===== src/dtmr_pkg.sv =====
package dtmr_pkg;

    // Command codes carried by an input transaction
    typedef enum logic [1:0] {
        CMD_TICK  = 2'd0,
        CMD_STOP  = 2'd1,
        CMD_WRITE = 2'd2,
        CMD_READ  = 2'd3
    } t_cmd;

    // Register selects
    typedef enum logic [1:0] {
        SEL_DIV  = 2'd0,
        SEL_CNT  = 2'd1,
        SEL_MOD  = 2'd2,
        SEL_CTL  = 2'd3
    } t_sel;

    localparam int DIV_W  = 16;
    localparam int BYTE_W = 8;

    // Enable bit position inside the control register
    localparam int CTL_EN_BIT = 2;

    // Low divider bit of the divider read window (bits 13..6)
    localparam int DIV_RD_LSB = 6;

    // One input transaction as held in the input register
    typedef struct packed {
        logic [1:0]        command;
        logic [1:0]        reg_select;
        logic [BYTE_W-1:0] write_data;
    } t_item;

    // One result transaction
    typedef struct packed {
        logic [BYTE_W-1:0] read_data;
        logic              irq_pulse;
    } t_result;

    // Divider bit watched for each mode value
    function automatic logic [3:0] tap_index(input logic [1:0] mode);
        logic [3:0] idx;
        case (mode)
            2'd0:    idx = 4'd7;
            2'd1:    idx = 4'd1;
            2'd2:    idx = 4'd3;
            default: idx = 4'd5;
        endcase
        return idx;
    endfunction

endpackage


===== src/dtmr_if.sv =====
interface dtmr_in_if
    import dtmr_pkg::*;
();
    logic              valid;
    logic              ready;
    logic [1:0]        command;
    logic [1:0]        reg_select;
    logic [BYTE_W-1:0] write_data;

    modport source (output valid, output command, output reg_select, output write_data,
                    input ready);
    modport sink   (input valid, input command, input reg_select, input write_data,
                    output ready);
endinterface

interface dtmr_out_if
    import dtmr_pkg::*;
();
    logic              valid;
    logic              ready;
    logic [BYTE_W-1:0] read_data;
    logic              irq_pulse;

    modport source (output valid, output read_data, output irq_pulse, input ready);
    modport sink   (input valid, input read_data, input irq_pulse, output ready);
endinterface


===== src/dtmr_in_reg.sv =====
module dtmr_in_reg
    import dtmr_pkg::*;
(
    input  logic      i_clk,
    input  logic      i_rst_n,
    dtmr_in_if.sink   i_in,
    input  logic      i_advance,
    output logic      o_valid,
    output t_item     o_item
);

    logic  r_valid;
    t_item r_item;

    // Take a new transaction when empty or when the held one moves on
    assign i_in.ready = !r_valid || i_advance;

    always_ff @(posedge i_clk) begin
        if (!i_rst_n) begin
            r_valid <= 1'b0;
        end else if (i_in.ready) begin
            r_valid <= i_in.valid;
        end
    end

    // Payload, no reset
    always_ff @(posedge i_clk) begin
        if (i_in.ready && i_in.valid) begin
            r_item.command    <= i_in.command;
            r_item.reg_select <= i_in.reg_select;
            r_item.write_data <= i_in.write_data;
        end
    end

    assign o_valid = r_valid;
    assign o_item  = r_item;

endmodule


===== src/dtmr_core.sv =====
module dtmr_core
    import dtmr_pkg::*;
(
    input  logic    i_clk,
    input  logic    i_rst_n,
    input  logic    i_advance,
    input  t_item   i_item,
    output t_result o_result
);

    logic [DIV_W-1:0]  r_divider,  n_divider;
    logic [BYTE_W-1:0] r_counter,  n_counter;
    logic [BYTE_W-1:0] r_modulo,   n_modulo;
    logic [BYTE_W-1:0] r_control,  n_control;
    logic              r_prev_tap, n_prev_tap;
    logic              r_irq_pending, n_irq_pending;
    logic              r_reload_flag, n_reload_flag;

    t_cmd cmd;
    t_sel sel;

    assign cmd = t_cmd'(i_item.command);
    assign sel = t_sel'(i_item.reg_select);

    // Next state and result for the held transaction
    always_comb begin
        logic              tap;
        logic              edge_hit;
        logic [BYTE_W-1:0] cnt_inc;

        n_divider     = r_divider;
        n_counter     = r_counter;
        n_modulo      = r_modulo;
        n_control     = r_control;
        n_prev_tap    = r_prev_tap;
        n_irq_pending = r_irq_pending;
        n_reload_flag = r_reload_flag;
        o_result      = '0;
        tap           = 1'b0;
        edge_hit      = 1'b0;
        cnt_inc       = '0;

        case (cmd)
            CMD_TICK: begin
                n_reload_flag = 1'b0;
                if (r_irq_pending) begin
                    n_irq_pending      = 1'b0;
                    o_result.irq_pulse = 1'b1;
                    n_counter          = r_modulo;
                    n_reload_flag      = 1'b1;
                end
                n_divider = r_divider + 1'b1;
                tap       = n_divider[tap_index(r_control[1:0])] & r_control[CTL_EN_BIT];
                edge_hit  = r_prev_tap && !tap;
                n_prev_tap = tap;
            end
            CMD_STOP: begin
                // Divider held at zero: tap is low
                n_divider  = '0;
                edge_hit   = r_prev_tap;
                n_prev_tap = 1'b0;
            end
            CMD_WRITE: begin
                case (sel)
                    SEL_DIV: begin
                        n_divider  = '0;
                        edge_hit   = r_prev_tap;
                        n_prev_tap = 1'b0;
                    end
                    SEL_CNT: begin
                        if (!r_reload_flag) begin
                            n_counter = i_item.write_data;
                        end
                        n_irq_pending = 1'b0;
                    end
                    SEL_MOD: begin
                        if (r_reload_flag) begin
                            n_counter = i_item.write_data;
                        end
                        n_modulo = i_item.write_data;
                    end
                    default: begin
                        tap        = r_prev_tap & i_item.write_data[CTL_EN_BIT];
                        edge_hit   = r_prev_tap && !tap;
                        n_prev_tap = tap;
                        n_control  = i_item.write_data;
                    end
                endcase
            end
            default: begin
                case (sel)
                    SEL_DIV: o_result.read_data = r_divider[DIV_RD_LSB +: BYTE_W];
                    SEL_CNT: o_result.read_data = r_counter;
                    SEL_MOD: o_result.read_data = r_modulo;
                    default: o_result.read_data = r_control;
                endcase
            end
        endcase

        // Falling tap edge bumps the counter; wrap arms the interrupt
        if (edge_hit) begin
            cnt_inc   = n_counter + 1'b1;
            n_counter = cnt_inc;
            if (cnt_inc == '0) begin
                n_irq_pending = 1'b1;
            end
        end
    end

    always_ff @(posedge i_clk) begin
        if (!i_rst_n) begin
            r_divider     <= '0;
            r_counter     <= '0;
            r_modulo      <= '0;
            r_control     <= '0;
            r_prev_tap    <= 1'b0;
            r_irq_pending <= 1'b0;
            r_reload_flag <= 1'b0;
        end else if (i_advance) begin
            r_divider     <= n_divider;
            r_counter     <= n_counter;
            r_modulo      <= n_modulo;
            r_control     <= n_control;
            r_prev_tap    <= n_prev_tap;
            r_irq_pending <= n_irq_pending;
            r_reload_flag <= n_reload_flag;
        end
    end

`ifndef ASSERT_OFF
    // A raised interrupt always opens a reload cycle with the modulo loaded
    a_irq_reload: assert property (@(posedge i_clk) disable iff (!i_rst_n)
        i_advance && o_result.irq_pulse |=> r_reload_flag)
        else $error("interrupt without reload cycle");

    // Only ticks raise the interrupt
    a_irq_tick: assert property (@(posedge i_clk) disable iff (!i_rst_n)
        o_result.irq_pulse |-> (cmd == CMD_TICK) && r_irq_pending)
        else $error("interrupt on a non-tick transaction");

    // Divider write or stopped tick clears the divider
    a_div_clear: assert property (@(posedge i_clk) disable iff (!i_rst_n)
        i_advance && ((cmd == CMD_STOP) || ((cmd == CMD_WRITE) && (sel == SEL_DIV)))
        |=> (r_divider == '0) && !r_prev_tap)
        else $error("divider not cleared");

    // Reads leave the state alone
    a_read_hold: assert property (@(posedge i_clk) disable iff (!i_rst_n)
        i_advance && (cmd == CMD_READ)
        |=> $stable(r_divider) && $stable(r_counter) && $stable(r_irq_pending))
        else $error("read changed state");
`endif

endmodule


===== src/dtmr_out_reg.sv =====
module dtmr_out_reg
    import dtmr_pkg::*;
(
    input  logic      i_clk,
    input  logic      i_rst_n,
    input  logic      i_load,
    input  t_result   i_result,
    output logic      o_can_load,
    dtmr_out_if.source o_out
);

    logic    r_valid;
    t_result r_result;

    // Room when empty or the held result is taken this cycle
    assign o_can_load = !r_valid || o_out.ready;

    always_ff @(posedge i_clk) begin
        if (!i_rst_n) begin
            r_valid <= 1'b0;
        end else if (o_can_load) begin
            r_valid <= i_load;
        end
    end

    always_ff @(posedge i_clk) begin
        if (i_load && o_can_load) begin
            r_result <= i_result;
        end
    end

    assign o_out.valid     = r_valid;
    assign o_out.read_data = r_result.read_data;
    assign o_out.irq_pulse = r_result.irq_pulse;

endmodule


===== src/divider_timer_modulo_reload.sv =====
// Channel  Dir  Handshake      Payload
// i_in     in   valid/ready    command[1:0], reg_select[1:0], write_data[7:0]
// o_out    out  valid/ready    read_data[7:0], irq_pulse
//
// One transaction per clock sustained while the output is not stalled; an accepted item
// passes through the input register and then the result register before it can be taken.
// All timer state updates at the same edge as the held item moves to the result register.
// Synchronous active-low reset clears the timer state and both valid flags, not the payloads.
// A stalled output holds its result; the input register still takes one more item.
module divider_timer_modulo_reload
    import dtmr_pkg::*;
(
    input  logic       i_clk,
    input  logic       i_rst_n,
    dtmr_in_if.sink    i_in,
    dtmr_out_if.source o_out
);

    logic    in_valid;
    t_item   item;
    logic    can_load;
    logic    advance;
    t_result result;

    // Held item moves on when the result register has room
    assign advance = in_valid && can_load;

    dtmr_in_reg u_in_reg (
        .i_clk     (i_clk),
        .i_rst_n   (i_rst_n),
        .i_in      (i_in),
        .i_advance (advance),
        .o_valid   (in_valid),
        .o_item    (item)
    );

    dtmr_core u_core (
        .i_clk     (i_clk),
        .i_rst_n   (i_rst_n),
        .i_advance (advance),
        .i_item    (item),
        .o_result  (result)
    );

    dtmr_out_reg u_out_reg (
        .i_clk      (i_clk),
        .i_rst_n    (i_rst_n),
        .i_load     (advance),
        .i_result   (result),
        .o_can_load (can_load),
        .o_out      (o_out)
    );

endmodule


===== src/flat_wrapper.sv =====
// flat-port wrapper written by rule: the top's interface ports become plain ports
module divider_timer_modulo_reload_flat import dtmr_pkg::*;
  (i_clk, i_rst_n, i_in_valid, i_in_command, i_in_reg_select, i_in_write_data, i_in_ready, o_out_valid, o_out_read_data, o_out_irq_pulse, o_out_ready);
  dtmr_in_if i_in_i ();
  dtmr_out_if o_out_i ();
  input  logic i_clk;
  input  logic i_rst_n;
  input wire logic [$bits(i_in_i.valid)-1:0] i_in_valid;
  input wire logic [$bits(i_in_i.command)-1:0] i_in_command;
  input wire logic [$bits(i_in_i.reg_select)-1:0] i_in_reg_select;
  input wire logic [$bits(i_in_i.write_data)-1:0] i_in_write_data;
  output wire logic [$bits(i_in_i.ready)-1:0] i_in_ready;
  output wire logic [$bits(o_out_i.valid)-1:0] o_out_valid;
  output wire logic [$bits(o_out_i.read_data)-1:0] o_out_read_data;
  output wire logic [$bits(o_out_i.irq_pulse)-1:0] o_out_irq_pulse;
  input wire logic [$bits(o_out_i.ready)-1:0] o_out_ready;
  assign i_in_i.valid = i_in_valid;
  assign i_in_i.command = i_in_command;
  assign i_in_i.reg_select = i_in_reg_select;
  assign i_in_i.write_data = i_in_write_data;
  assign i_in_ready = i_in_i.ready;
  assign o_out_valid = o_out_i.valid;
  assign o_out_read_data = o_out_i.read_data;
  assign o_out_irq_pulse = o_out_i.irq_pulse;
  assign o_out_i.ready = o_out_ready;
  divider_timer_modulo_reload u_core (.i_clk(i_clk), .i_rst_n(i_rst_n), .i_in(i_in_i), .o_out(o_out_i));
endmodule

===== config.mk =====
export PLATFORM = sky130hd
export DESIGN_NAME = divider_timer_modulo_reload_flat
export DESIGN_NICKNAME = d
export VERILOG_FILES = /design/src/dtmr_pkg.sv /design/src/dtmr_if.sv /design/src/dtmr_in_reg.sv /design/src/dtmr_core.sv /design/src/dtmr_out_reg.sv /design/src/divider_timer_modulo_reload.sv /design/src/flat_wrapper.sv
export SDC_FILE = /design/constraint.sdc
export NUM_CORES = 1
export LEC_CHECK = 0
export BUFFER_PORTS_ARGS = -buffer_cell sky130_fd_sc_hd__buf_2
export CAP_MARGIN = 10
export CORE_ASPECT_RATIO = 1.75
export CORE_MARGIN = 3
export CORE_UTILIZATION = 56
export CTS_BUF_LIST = sky130_fd_sc_hd__clkbuf_4
export DETAILED_ROUTE_END_ITERATION = 10
export PLACE_DENSITY_LB_ADDON = 0.3
export SETUP_SLACK_MARGIN = 0.02
export SLEW_MARGIN = 0
export SYNTH_ARGS = -nofsm -noshare
export SYNTH_HDL_FRONTEND = slang
export SYNTH_SLANG_ARGS = --single-unit

===== constraint.sdc =====
create_clock -name i_clk -period 2.75 [get_ports i_clk]
set_input_delay 0.55 -clock i_clk [delete_from_list [all_inputs] [get_ports i_clk]]
set_output_delay 0.55 -clock i_clk [all_outputs]
set_load 0.05 [all_outputs]

**Word-level counts from Yosys, hierarchy flattened**

Cells that the tools add are included.

- Register bits after elaboration: 66
- Word-level logic and storage cells: 74
- Bits of input ports: 16
- Memory bits (read-only): 0
- Latch bits: 0
- RAM bits: 0
- Memories kept: 0
- Output and inout bits: 11

- Muxes and demuxes: 22
- Bitwise gates (word level): 3
- Eq/ne operators: 8
- Shift-type cells: 0
- Multipliers: 0
- $lt $le $gt $ge: 1
- Reductions and logical operators: 24
- Add/subtract/negate cells: 2
- Div/mod/pow operators: 0

Operators by type and width:

| cell | number |
|---|---|
| case mux 16 bit (3 select lines) | 1 |
| 2-to-1 mux 8 bit | 4 |
| case mux 8 bit (2 select lines) | 2 |
| case mux 8 bit (3 select lines) | 1 |
| adder 16 x 1 -> 16 bit, second input constant | 1 |
| 2-to-1 mux 16 bit | 1 |
| AND reduction 3 bit | 4 |
| case mux 3 bit (3 select lines) | 1 |
| adder 8 x 1 -> 8 bit, second input constant | 1 |
| logical NOT 8 bit | 1 |
| equality test 2 x 1 -> 1 bit, second input constant | 3 |
| equality test 2 bit, second input constant | 3 |
| logical NOT 2 bit | 3 |
| case mux 1 bit (2 select lines) | 3 |
| case mux 1 bit (3 select lines) | 2 |
| OR reduction 3 bit | 2 |
| logical AND 1 bit | 5 |
| < comparator 4 x 5 -> 1 bit, second input constant | 1 |
| 2-to-1 mux 1 bit | 5 |
| binary-select mux 1 bit (select 4 bit) | 1 |
| logical NOT 1 bit | 4 |
| 2-to-1 mux 4 bit | 1 |
| != test 2 bit, second input constant | 2 |
| nonzero test 3 bit | 1 |
| 5 further kinds | 7 |

**Longest topological paths before layout**

Gate-level depths: netlist of run 1.

- Word-level depth: 10
- Gate-level depth with buffers: 12
- Depth with buffers taken out: 11

**Modules after synthesis**

From an unflattened synthesis of run 1, not the netlist that was laid out.

- Cells, all modules: 358
- Area, all modules: 3487.1 µm²

Modules (own cells, without submodules):

| module | instances | seq. area each (µm²) | cells an instance | area an instance (µm²) |
|---|---|---|---|---|
| dtmr_core | 1 | 820.8 | 326 | 2735.1 |
| dtmr_in_reg | 1 | 380.4 | 17 | 417.9 |
| dtmr_out_reg | 1 | 290.3 | 14 | 327.8 |
| divider_timer_modulo_reload | 1 | 0.0 | 1 | 6.3 |

**Worst setup path after synthesis of run 1**

No wires, ideal clock.

- Kind: register -> register
- From: register u_core.u_in_reg.r_item (netlist bit u_core.u_in_reg.o_item[10])
- To: register u_core.u_core.r_counter[6]
- Path buffers: 1
- Stages on the path, launching flop included: 13
- Arrival: 2.484 ns
- Setup time: 0.063 ns
- Data required time: 2.687 ns
- Period minus slack after synthesis: 2.547 ns
- Setup slack: 0.203 ns
- Path through: edfxtp_1 -> inv_1 -> ha_1 -> buf_2 -> mux2_4 -> o211ai_4 -> a222oi_1 -> inv_1 -> ha_1 -> nand2b_2 -> and4b_4 -> or3_1 -> nand3_1

- Longest elaborated chain between the ends: 4
- Elaborated cells between the ends (all ways): 7
- Classes of those cells: add/sub: 1; eq/ne: 2; mux: 3; reduce/logical: 1

RTL lines:

| item | RTL line | RTL |
|---|---|---|
| from (decl) | dtmr_in_reg.sv:13 | `t_item r_item;` |
| equality test 2 bit / logical NOT 2 bit (equally long branches) | dtmr_core.sv:43 | `case (cmd)` |
| case mux 8 bit (2 select lines) | dtmr_core.sv:43 |  |
| adder 8 x 1 -> 8 bit | dtmr_core.sv:102 | `cnt_inc = n_counter + 1'b1;` |
| 2-to-1 mux 8 bit (*) | dtmr_core.sv:101 | `if (edge_hit) begin` |
| to (signal assigned) | dtmr_core.sv:121 | `r_counter <= n_counter;` |
| to (decl) | dtmr_core.sv:12 | `logic [BYTE_W-1:0] r_counter, n_counter;` |

Every way passes the cells marked *; elsewhere a longest branch is shown, timed or not.
A chain may end at the register's enable or synchronous reset.

**Worst setup path after layout of run 1**

- From: register u_core.u_in_reg.r_item (netlist bit u_core.u_in_reg.o_item[9])
- To: register u_core.u_core.r_irq_pending

- Longest elaborated chain between the ends: 7
- Elaborated cells between the ends (all ways): 14
- Classes of those cells: add/sub: 1; eq/ne: 2; mux: 8; reduce/logical: 3

RTL lines:

| item | RTL line | RTL |
|---|---|---|
| equality test 2 bit / equality test 2 x 1 -> 1 bit (equally long branches) | dtmr_core.sv:64 | `case (sel)` |
| case mux 8 bit (2 select lines) | dtmr_core.sv:64 |  |
| case mux 8 bit (2 select lines) | dtmr_core.sv:43 |  |
| adder 8 x 1 -> 8 bit | dtmr_core.sv:102 |  |
| logical NOT 8 bit | dtmr_core.sv:104 | `if (cnt_inc == '0) begin` |
| 2-to-1 mux 1 bit | dtmr_core.sv:104 |  |
| 2-to-1 mux 1 bit (*) | dtmr_core.sv:101 |  |
| to (signal assigned) | dtmr_core.sv:125 | `r_irq_pending <= n_irq_pending;` |
| to (decl) | dtmr_core.sv:16 | `logic r_irq_pending, n_irq_pending;` |

Marked as above.

==> summary.md, run 1 <==
| Metric | Value |
|---|---|
| Outcome | `complete, no violations` |
| Remaining antenna violation count | `0` |
| Area of the mapped netlist | `0.003328 mm^2` |
| Die span in y | `108.0 um` |
| Worst setup slack before clock tree synthesis | `0.007179 ns` |
| Minimum setup slack among reg-to-reg paths | `0.11 ns` |
| Logic gate share of total power | `9.0%` |
| Number of buffers on the longest clock path | `2` |
| Placed wire-length estimate | `5586 um` |
| Crit path cell chain | `inv_1 > ha_1 > buf_4 > mux2i_1 > nor2_1 > a222oi_1 > buf_4 > buf_4 > a211oi_4 > and3b_1 > nor3_1 > o31ai_1` |
| Clock tree skew after final layout | `0.01951 ns` |
| Critical path launch point | `u_core.u_in_reg.o_item[9]` |
| Worst path setup slack after routing | `0.1129 ns` |
| Dpl cells | `439` |
| P_int | `1.427 mW` |
| Clock sink count | `64` |
| First-pass GRT wire length | `12390 um` |
| Cell with the most instances after synthesis | `dfxtp_1` |
| Worst Max-Slew Pin Slew | `0.6107 ns` |
| First DRT Iteration DRCs | `272` |
| Die Outline Area | `0.006941 mm^2` |
| Ant. Diodes | `0` |
| CP Data Required Time | `3.08 ns` |
| Number of global-route vias before repair | `2694` |
| Cell variety after synth | `49` |
| Total via count in the routed design | `2798` |
| Max Transition Viols Final | `0` |
| Stages on worst setup path | `12` |
| Worst Path Arrival | `2.97 ns` |
| Post-Syn Instances | `341` |
| Start of the worst register-to-register path | `u_core.u_in_reg.o_item[9]` |
| Highest clock rate | `379.2 MHz` |
| Global-route usage over all layers | `23.20%` |
| Detailed-route wire length per cell | `17.21 um` |
| Starting utilization of the core area | `58.64%` |
| Portion of total power attributed to sequential cells | `53.7%` |
| Number of enable-type register cells in the synthesized netlist | `21` |
| Most used standard cells in the synthesized netlist | `dfxtp_1 (43), nand2_1 (35), nor2b_1 (23)` |
| Critical Path Sink | `u_core.u_core.r_irq_pending` |
| Top cell family by delay on the critical path | `compound AO/OA/AOI/OAI gates` |
| Peak supply drop | `0.0003106 V` |
| Port-buffer cells | `26` |
| Clock tree from TritonCTS | `done` |
| Drt first pass iters | `5` |
| Crit Reg-Reg Endpoint | `u_core.u_core.r_irq_pending` |
| Number of remaining DRC errors | `0` |
| Number of top-level pins | `27` |
| Sequential area share after synthesis | `44.81%` |
| Final hold slack | `0.3048 ns` |
| Net Sw Power | `0.4629 mW` |
| Number of failing hold endpoints at the final stage | `0` |
| Setup tns final | `0 ns` |
| Share of cells above drive strength 1 | `20.47%` |
| Post-layout net count | `412` |
| Clock insertion delay at the later pin of the skew report | `0.42 ns` |
| TritonCTS Buffers | `9` |
| Crit Path Category | `reg -> reg` |
| Share of the cycle needed by the critical path after routing | `95.90%` |
| Cell taking the most area after synthesis | `dfxtp_1` |
| Maximum number of pins on one net before global-route repair | `36` |
| Area overhead of the layout relative to synthesis | `15.86%` |
| Seq cells post-synth | `64` |
| Floorplan row count | `36` |
| Crit Path Max Fanout | `10` |
| Cell types occupying the most area after synthesis | `dfxtp_1 (26%), edfxtp_1 (19%), mux2i_1 (6.3%)` |
| Relative slew slack | `59.29%` |
| Number of antenna violations at the first check in global routing | `0` |
| Worst Reg-to-Reg Cells | `12` |
| Net Count, Synth | `371` |
| Cell repeated most along the worst path | `buf_4` |
| Reported max-cap violation count | `0` |
| Period minus WS final | `2.637 ns` |
| Number of setup violations in the final report | `0` |
| Detail-routed via count per cell | `6.056` |
| Chip Width | `64.28 um` |
| Startpoint types | `flip-flop` |
| Top FF cell, synth | `dfxtp_1` |
| Switching Share | `24.49%` |
| Buffers and inverters on the worst path | `4` |
| Worst Hold Launch | `i_in_write_data[4]` |
| Avg Synthesized Cell Area | `9.760 um^2` |
| Async S/R FF share, synth | `0%` |
| Clock power share | `37.3%` |
| Crit path capture type | `flip-flop` |
| Root Buffer | `clkbuf_4` |
| Cell at the slowest stage of the critical path | `edfxtp_1` |
| Layout fillers | `473` |
| Sum of routed wire length over all layers | `7953 um` |
| Worst hold path class | `in -> reg` |
| Final weighted congestion in routability-driven placement | `0.8865` |
| Leak pwr | `1.511 nW` |
| Placeable core region | `0.005675 mm^2` |
| Total grt overflow | `0` |
| Largest stage delay, worst path | `0.44 ns` |
| Post-route non-filler standard cell count | `462` |
| Power density over cell area | `490.1 mW/mm^2` |
| Count of H-tree levels built during CTS | `3` |
| Area fraction of the dominant cell type after synthesis | `25.86%` |
| Number of warnings issued by yosys | `0` |
| Number of instances on the worst hold path | `1` |
| Clock Pin Slew Worst Setup and Hold Paths | `0.10 ns` |
-- metal layers --
layer | up-vias | global-route usage [%] | wire (um)
met4 | 0 | 10.89 | 206
met3 | 23 | 5.301 | 400
met2 | 107 | 42.01 | 4344
li1 | 1330 | - | -
met1 | 1338 | 25.15 | 3002
met5 | - | 0 | 0
-- area by class of cell --
| class | count | area (um^2) | area share, % |
|---|---|---|---|
| Clock inverter | 5 | 73.82 | 1.914 |
| Clock buffer | 10 | 75.07 | 1.947 |
| Timing Repair Buffer | 45 | 272.8 | 7.073 |
| Multi-Input combinational cell | 251 | 1804 | 46.79 |
| Inverter | 11 | 41.29 | 1.071 |
| Sequential cell | 64 | 1494 | 38.74 |
| Tap cell | 76 | 95.09 | 2.466 |
-- metrics by stage --
step / total power, mW / util (%) / instance area [um^2]
finish: 1.890 / 67.95 / 3856
global route: 1.958 / 67.95 / 3856
CTS: 1.890 / 65.90 / 3740
detailed placement: 1.190 / 62.96 / 3573
global placement: 1.186 / 62.96 / 3573
floorplan: 1.138 / - / 3328
-- cells by family after synthesis --
group                      count (synthesis)  share of synthesized area [%]
muxes                                     23                          7.180
AOI/OAI and AO/OA                         63                          14.29
and+or+nand+nor                          141                          22.71
DFF                                       64                          44.81
adders and majority gates                 14                          5.263
buffers and inverters                     26                          3.120
xor gates and xnor gates                  10                          2.631
-- layout by cell type, fill, tap and decap left out, types with 10 or more instances in the layout --
cell type  Yosys  final
clkbuf_4       0     10
nor2b_1       23     23
nand3_1       22     22
buf_2          5     26
o21ai_0       19     19
and2_1        11     11
ha_1          14     11
nor2_1        16     16
nand2_1       35     35
a222oi_1      15     15
edfxtp_1      21     21
buf_4          0     19
mux2i_1       21     21
dfxtp_1       43     41
-- how the worst min path moves through the flow --
| stage | endpoint | slack (ns) |
|---|---|---|
| CTS | u_core.u_in_reg.o_item[4] | 0.27 |
| floorplan | u_core.u_core.r_divider[13] | 0.46 |
| finish | u_core.u_in_reg.o_item[4] | 0.30 |
| global placement | u_core.u_core.r_divider[1] | 0.48 |
| detailed placement | u_core.u_core.r_divider[13] | 0.49 |
| global route | u_core.u_in_reg.o_item[5] | 0.26 |
-- state kept, by name (all words and copies together), names as in the netlist --
signal,count
u_core.u_core.r_control,8
u_core.u_core.r_counter,8
u_core.u_core.r_divider,14
u_core.u_core.r_irq_pending,1
u_core.u_core.r_modulo,8
u_core.u_core.r_prev_tap,1
u_core.u_core.r_reload_flag,1
u_core.u_in_reg.o_item,12
u_core.u_in_reg.o_valid,1
u_core.u_out_reg.o_out.irq_pulse,1
u_core.u_out_reg.o_out.read_data,8
u_core.u_out_reg.o_out.valid,1
-- repair_timing --
| action | 4_1_cts | 5_1_grt |
|---|---|---|
| hold buffers | 0 | 0 |
| pin swaps | 2 | 3 |
| setup endpoints to repair | 2 | 6 |
| resized for setup | 1 | 15 |
| setup buffers | 2 | 6 |
-- power groups by stage --
stage                     combinational, mW  sequential, mW  clock [mW]
final                                 0.170            1.01       0.706
after global routing                  0.183            1.02       0.758
after CTS                             0.157            1.01       0.719
after detailed placement              0.155            1.04           0
after global placement                0.152            1.03           0
after floorplan                      0.0842            1.05           0
(Power assumes the default switching activity.)
==> run 2: changes to the inputs <==
--- a/config.mk
+++ b/config.mk
@@ -7,7 +7,7 @@
 export LEC_CHECK = 0
 export BUFFER_PORTS_ARGS = -buffer_cell sky130_fd_sc_hd__buf_2
 export CAP_MARGIN = 10
-export CORE_ASPECT_RATIO = 1.75
+export CORE_ASPECT_RATIO = 0.5
 export CORE_MARGIN = 3
 export CORE_UTILIZATION = 56
 export CTS_BUF_LIST = sky130_fd_sc_hd__clkbuf_4
==> run 2 against run 1 <==
  * Worst setup slack better by 0.036 ns
  * Non-clock buffer count up 3
  * Sequential share of layout area up 0.26 points
  * Routed wire length is 4.7% higher
  * Combinational power barely moved
  * Sequential power about the same
  * Cell count up 0.22%
  * Register-to-register slack better by 0.04 ns
  * Sequential cell count unchanged
  * Highest routed layer unchanged
==> summary.md, run 2 (same netlist as run 1, synthesis figures left out) <==
| Metric | Value |
|---|---|
| Final weighted congestion in routability-driven placement | `0.9277 (was 0.8865)` |
| Most frequent cells in the layout | `dfxtp_1 (43), nand2_1 (34), buf_2 (26) (was dfxtp_1 (41), nand2_1 (35), buf_2 (26))` |
| Ant. Diodes | `0 (unchanged)` |
| Worst path setup slack after routing | `0.1491 ns (was 0.1129 ns)` |
| TritonCTS Buffers | `9 (unchanged)` |
| Number of buffers on the longest clock path | `2 (unchanged)` |
| Number of global-route vias before repair | `2596 (was 2694)` |
| Post-layout net count | `415 (was 412)` |
| Area overhead of the layout relative to synthesis | `14.89% (was 15.86%)` |
| Number of antenna violations at the first check in global routing | `0 (unchanged)` |
| Setup tns final | `0 ns (unchanged)` |
| Port-buffer cells | `26 (unchanged)` |
| Portion of total power attributed to sequential cells | `55.6% (was 53.7%)` |
| Clock power share | `35.2% (was 37.3%)` |
| Power density over cell area | `477.7 mW/mm^2 (was 490.1 mW/mm^2)` |
| Share of cells above drive strength 1 | `20.51% (was 20.47%)` |
| Max Transition Viols Final | `0 (unchanged)` |
| Worst setup slack before clock tree synthesis | `0.007533 ns (was 0.007179 ns)` |
| Leading cell type in the layout, fill and taps excluded | `dfxtp_1 (unchanged)` |
| Leak pwr | `1.512 nW (was 1.511 nW)` |
| Period minus WS final | `2.601 ns (was 2.637 ns)` |
| Detailed-route wire length per cell | `17.99 um (was 17.21 um)` |
| Hold buffer count at CTS | `0 (unchanged)` |
| Post-layout util | `68.15% (was 67.95%)` |
| Share of the cycle needed by the critical path after routing | `94.58% (was 95.90%)` |
| Clock insertion delay at the later pin of the skew report | `0.44 ns (was 0.42 ns)` |
| Die Outline Area | `0.006960 mm^2 (was 0.006941 mm^2)` |
| Startpoint types | `flip-flop (unchanged)` |
| Peak supply drop | `0.0002694 V (was 0.0003106 V)` |
| Crit Path Max Fanout | `7 (was 10)` |
| Highest clock rate | `384.5 MHz (was 379.2 MHz)` |
| Number of remaining DRC errors | `0 (unchanged)` |
| Crit path capture type | `flip-flop (unchanged)` |
| Clock sink count | `64 (unchanged)` |
| First-pass GRT wire length | `12970 um (was 12390 um)` |
| Die span in y | `60.51 um (was 108.0 um)` |
| Crit Path Category | `reg -> reg (unchanged)` |
| Reported max-cap violation count | `0 (unchanged)` |
| Total grt overflow | `0 (unchanged)` |
| Number of setup violations in the final report | `0 (unchanged)` |
| Global-route usage over all layers | `24.97% (was 23.20%)` |
| Outcome | `complete, no violations (unchanged)` |
| Starting utilization of the core area | `59.32% (was 58.64%)` |
| Worst Max-Slew Pin Slew | `0.6147 ns (was 0.6107 ns)` |
| Switching Share | `25.49% (was 24.49%)` |
| Drt first pass iters | `6 (was 5)` |
| Total via count in the routed design | `2826 (was 2798)` |
| Most flop-heavy register | `u_core.u_core.r_divider (unchanged)` |
| CP Data Required Time | `3.14 ns (was 3.08 ns)` |
| Placed wire-length estimate | `6076 um (was 5586 um)` |
| Chip Width | `115.0 um (was 64.28 um)` |
| Number of flip-flops in the largest register | `14 (unchanged)` |
| Worst Path Arrival | `2.99 ns (was 2.97 ns)` |
| Floorplan row count | `19 (was 36)` |
| Relative slew slack | `59.02% (was 59.29%)` |
| Count of H-tree levels built during CTS | `3 (unchanged)` |
| Post-layout power | `1.826 mW (was 1.890 mW)` |
| Worst hold path class | `in -> reg (unchanged)` |
| Maximum number of pins on one net before global-route repair | `32 (was 36)` |
| Number of top-level pins | `27 (unchanged)` |
| Clock tree skew after final layout | `0.01524 ns (was 0.01951 ns)` |
| First DRT Iteration DRCs | `407 (was 272)` |
| Number of failing hold endpoints at the final stage | `0 (unchanged)` |
| Sum of routed wire length over all layers | `8329 um (was 7953 um)` |
| Clock Pin Slew Worst Setup and Hold Paths | `0.10 ns (about the same)` |
| RSZ-0062 raised after global routing | `true` |
| Clock tree from TritonCTS | `done (unchanged)` |
| Root Buffer | `clkbuf_4 (unchanged)` |
| P_int | `1.361 mW (was 1.427 mW)` |
| Detail-routed via count per cell | `6.104 (was 6.056)` |
| Placeable core region | `0.005610 mm^2 (was 0.005675 mm^2)` |
| Net Sw Power | `0.4655 mW (was 0.4629 mW)` |
| Remaining antenna violation count | `0 (unchanged)` |
| Logic gate share of total power | `9.2% (was 9.0%)` |
## run 2: cell count changes in the layout (fill, tap and decap cells not counted), sizes merged
cell	change
clkbuf	+2
bufinv	-1
buf	+3
## run 2: cell type report
cell class	count	area, um^2
Sequential cell	64	1491
Clock buffer	12	90.09
Tap cell	73	91.34
Inverter	11	41.29
Timing Repair Buffer	48	295.3
Fill cell	432	1787
Clock inverter	4	45.04
Multi-Input combinational cell	251	1769
## run 2: path summary, 6_finish.rpt
path	start	end	slack [ns]	depth (start not counted)
setup / recovery	u_core.u_core.r_control[0]	u_core.u_core.r_counter[6]	0.15	10
setup reg to reg	u_core.u_core.r_control[0]	u_core.u_core.r_counter[6]	0.15	10
hold reg to reg	u_core.u_core.r_divider[5]	u_core.u_core.r_divider[5]	0.52	2
hold / removal	i_in_write_data[6]	u_core.u_in_reg.o_item[6]	0.28	1
## run 2: per-stage QoR
step	area, um^2	instances	hold slack (ns)
finish	3824	463	0.2778
global route	3824	463	0.2460
CTS	3745	457	0.2418
detailed placement	3600	440	0.4877
global placement	3600	440	0.4812
floorplan	3328	341	0.4577
## run 2: power groups by stage
| stage | clock, mW | sequential (mW) | combinational (mW) |
|---|---|---|---|
| 2_1_floorplan | 0 | 1.05 | 0.0842 |
| 3_3_place_gp | 0 | 1.04 | 0.151 |
| 3_5_place_dp | 0 | 1.04 | 0.156 |
| 4_1_cts | 0.658 | 1.01 | 0.157 |
| 5_1_grt | 0.698 | 1.02 | 0.180 |
| 6_report | 0.643 | 1.02 | 0.167 |
## run 2: repair_timing
| action | in CTS | in global routing |
|---|---|---|
| setup endpoints to repair | 2 | 5 |
| pin swaps | 1 | 3 |
| setup buffers | 1 | 6 |
| resized for setup | 1 | 9 |
## run 2: per-layer routing
| metal | GRT usage, % | wire (um) | vias to the layer above | part of all wire (%) |
|---|---|---|---|---|
| met1 | 32.33 | 3674 | 1346 | 44 |
| met4 | 7.525 | 158 | 0 | 1.9 |
| met5 | 0 | 0 | - | 0 |
| met2 | 39.47 | 3692 | 124 | 44 |
| li1 | - | - | 1340 | - |
| met3 | 9.661 | 803 | 16 | 9.6 |
## run 2: worst max-delay path, stage by stage (launching register included)
cell,delay (ns)
dfxtp_1,0.37
inv_1,0.08
ha_1,0.23
or2_1,0.28
o311a_1,0.37
nor4_2,0.30
o31ai_1,0.12
buf_4,0.17
and4b_4,0.21
or3_1,0.36
nand3_1,0.07
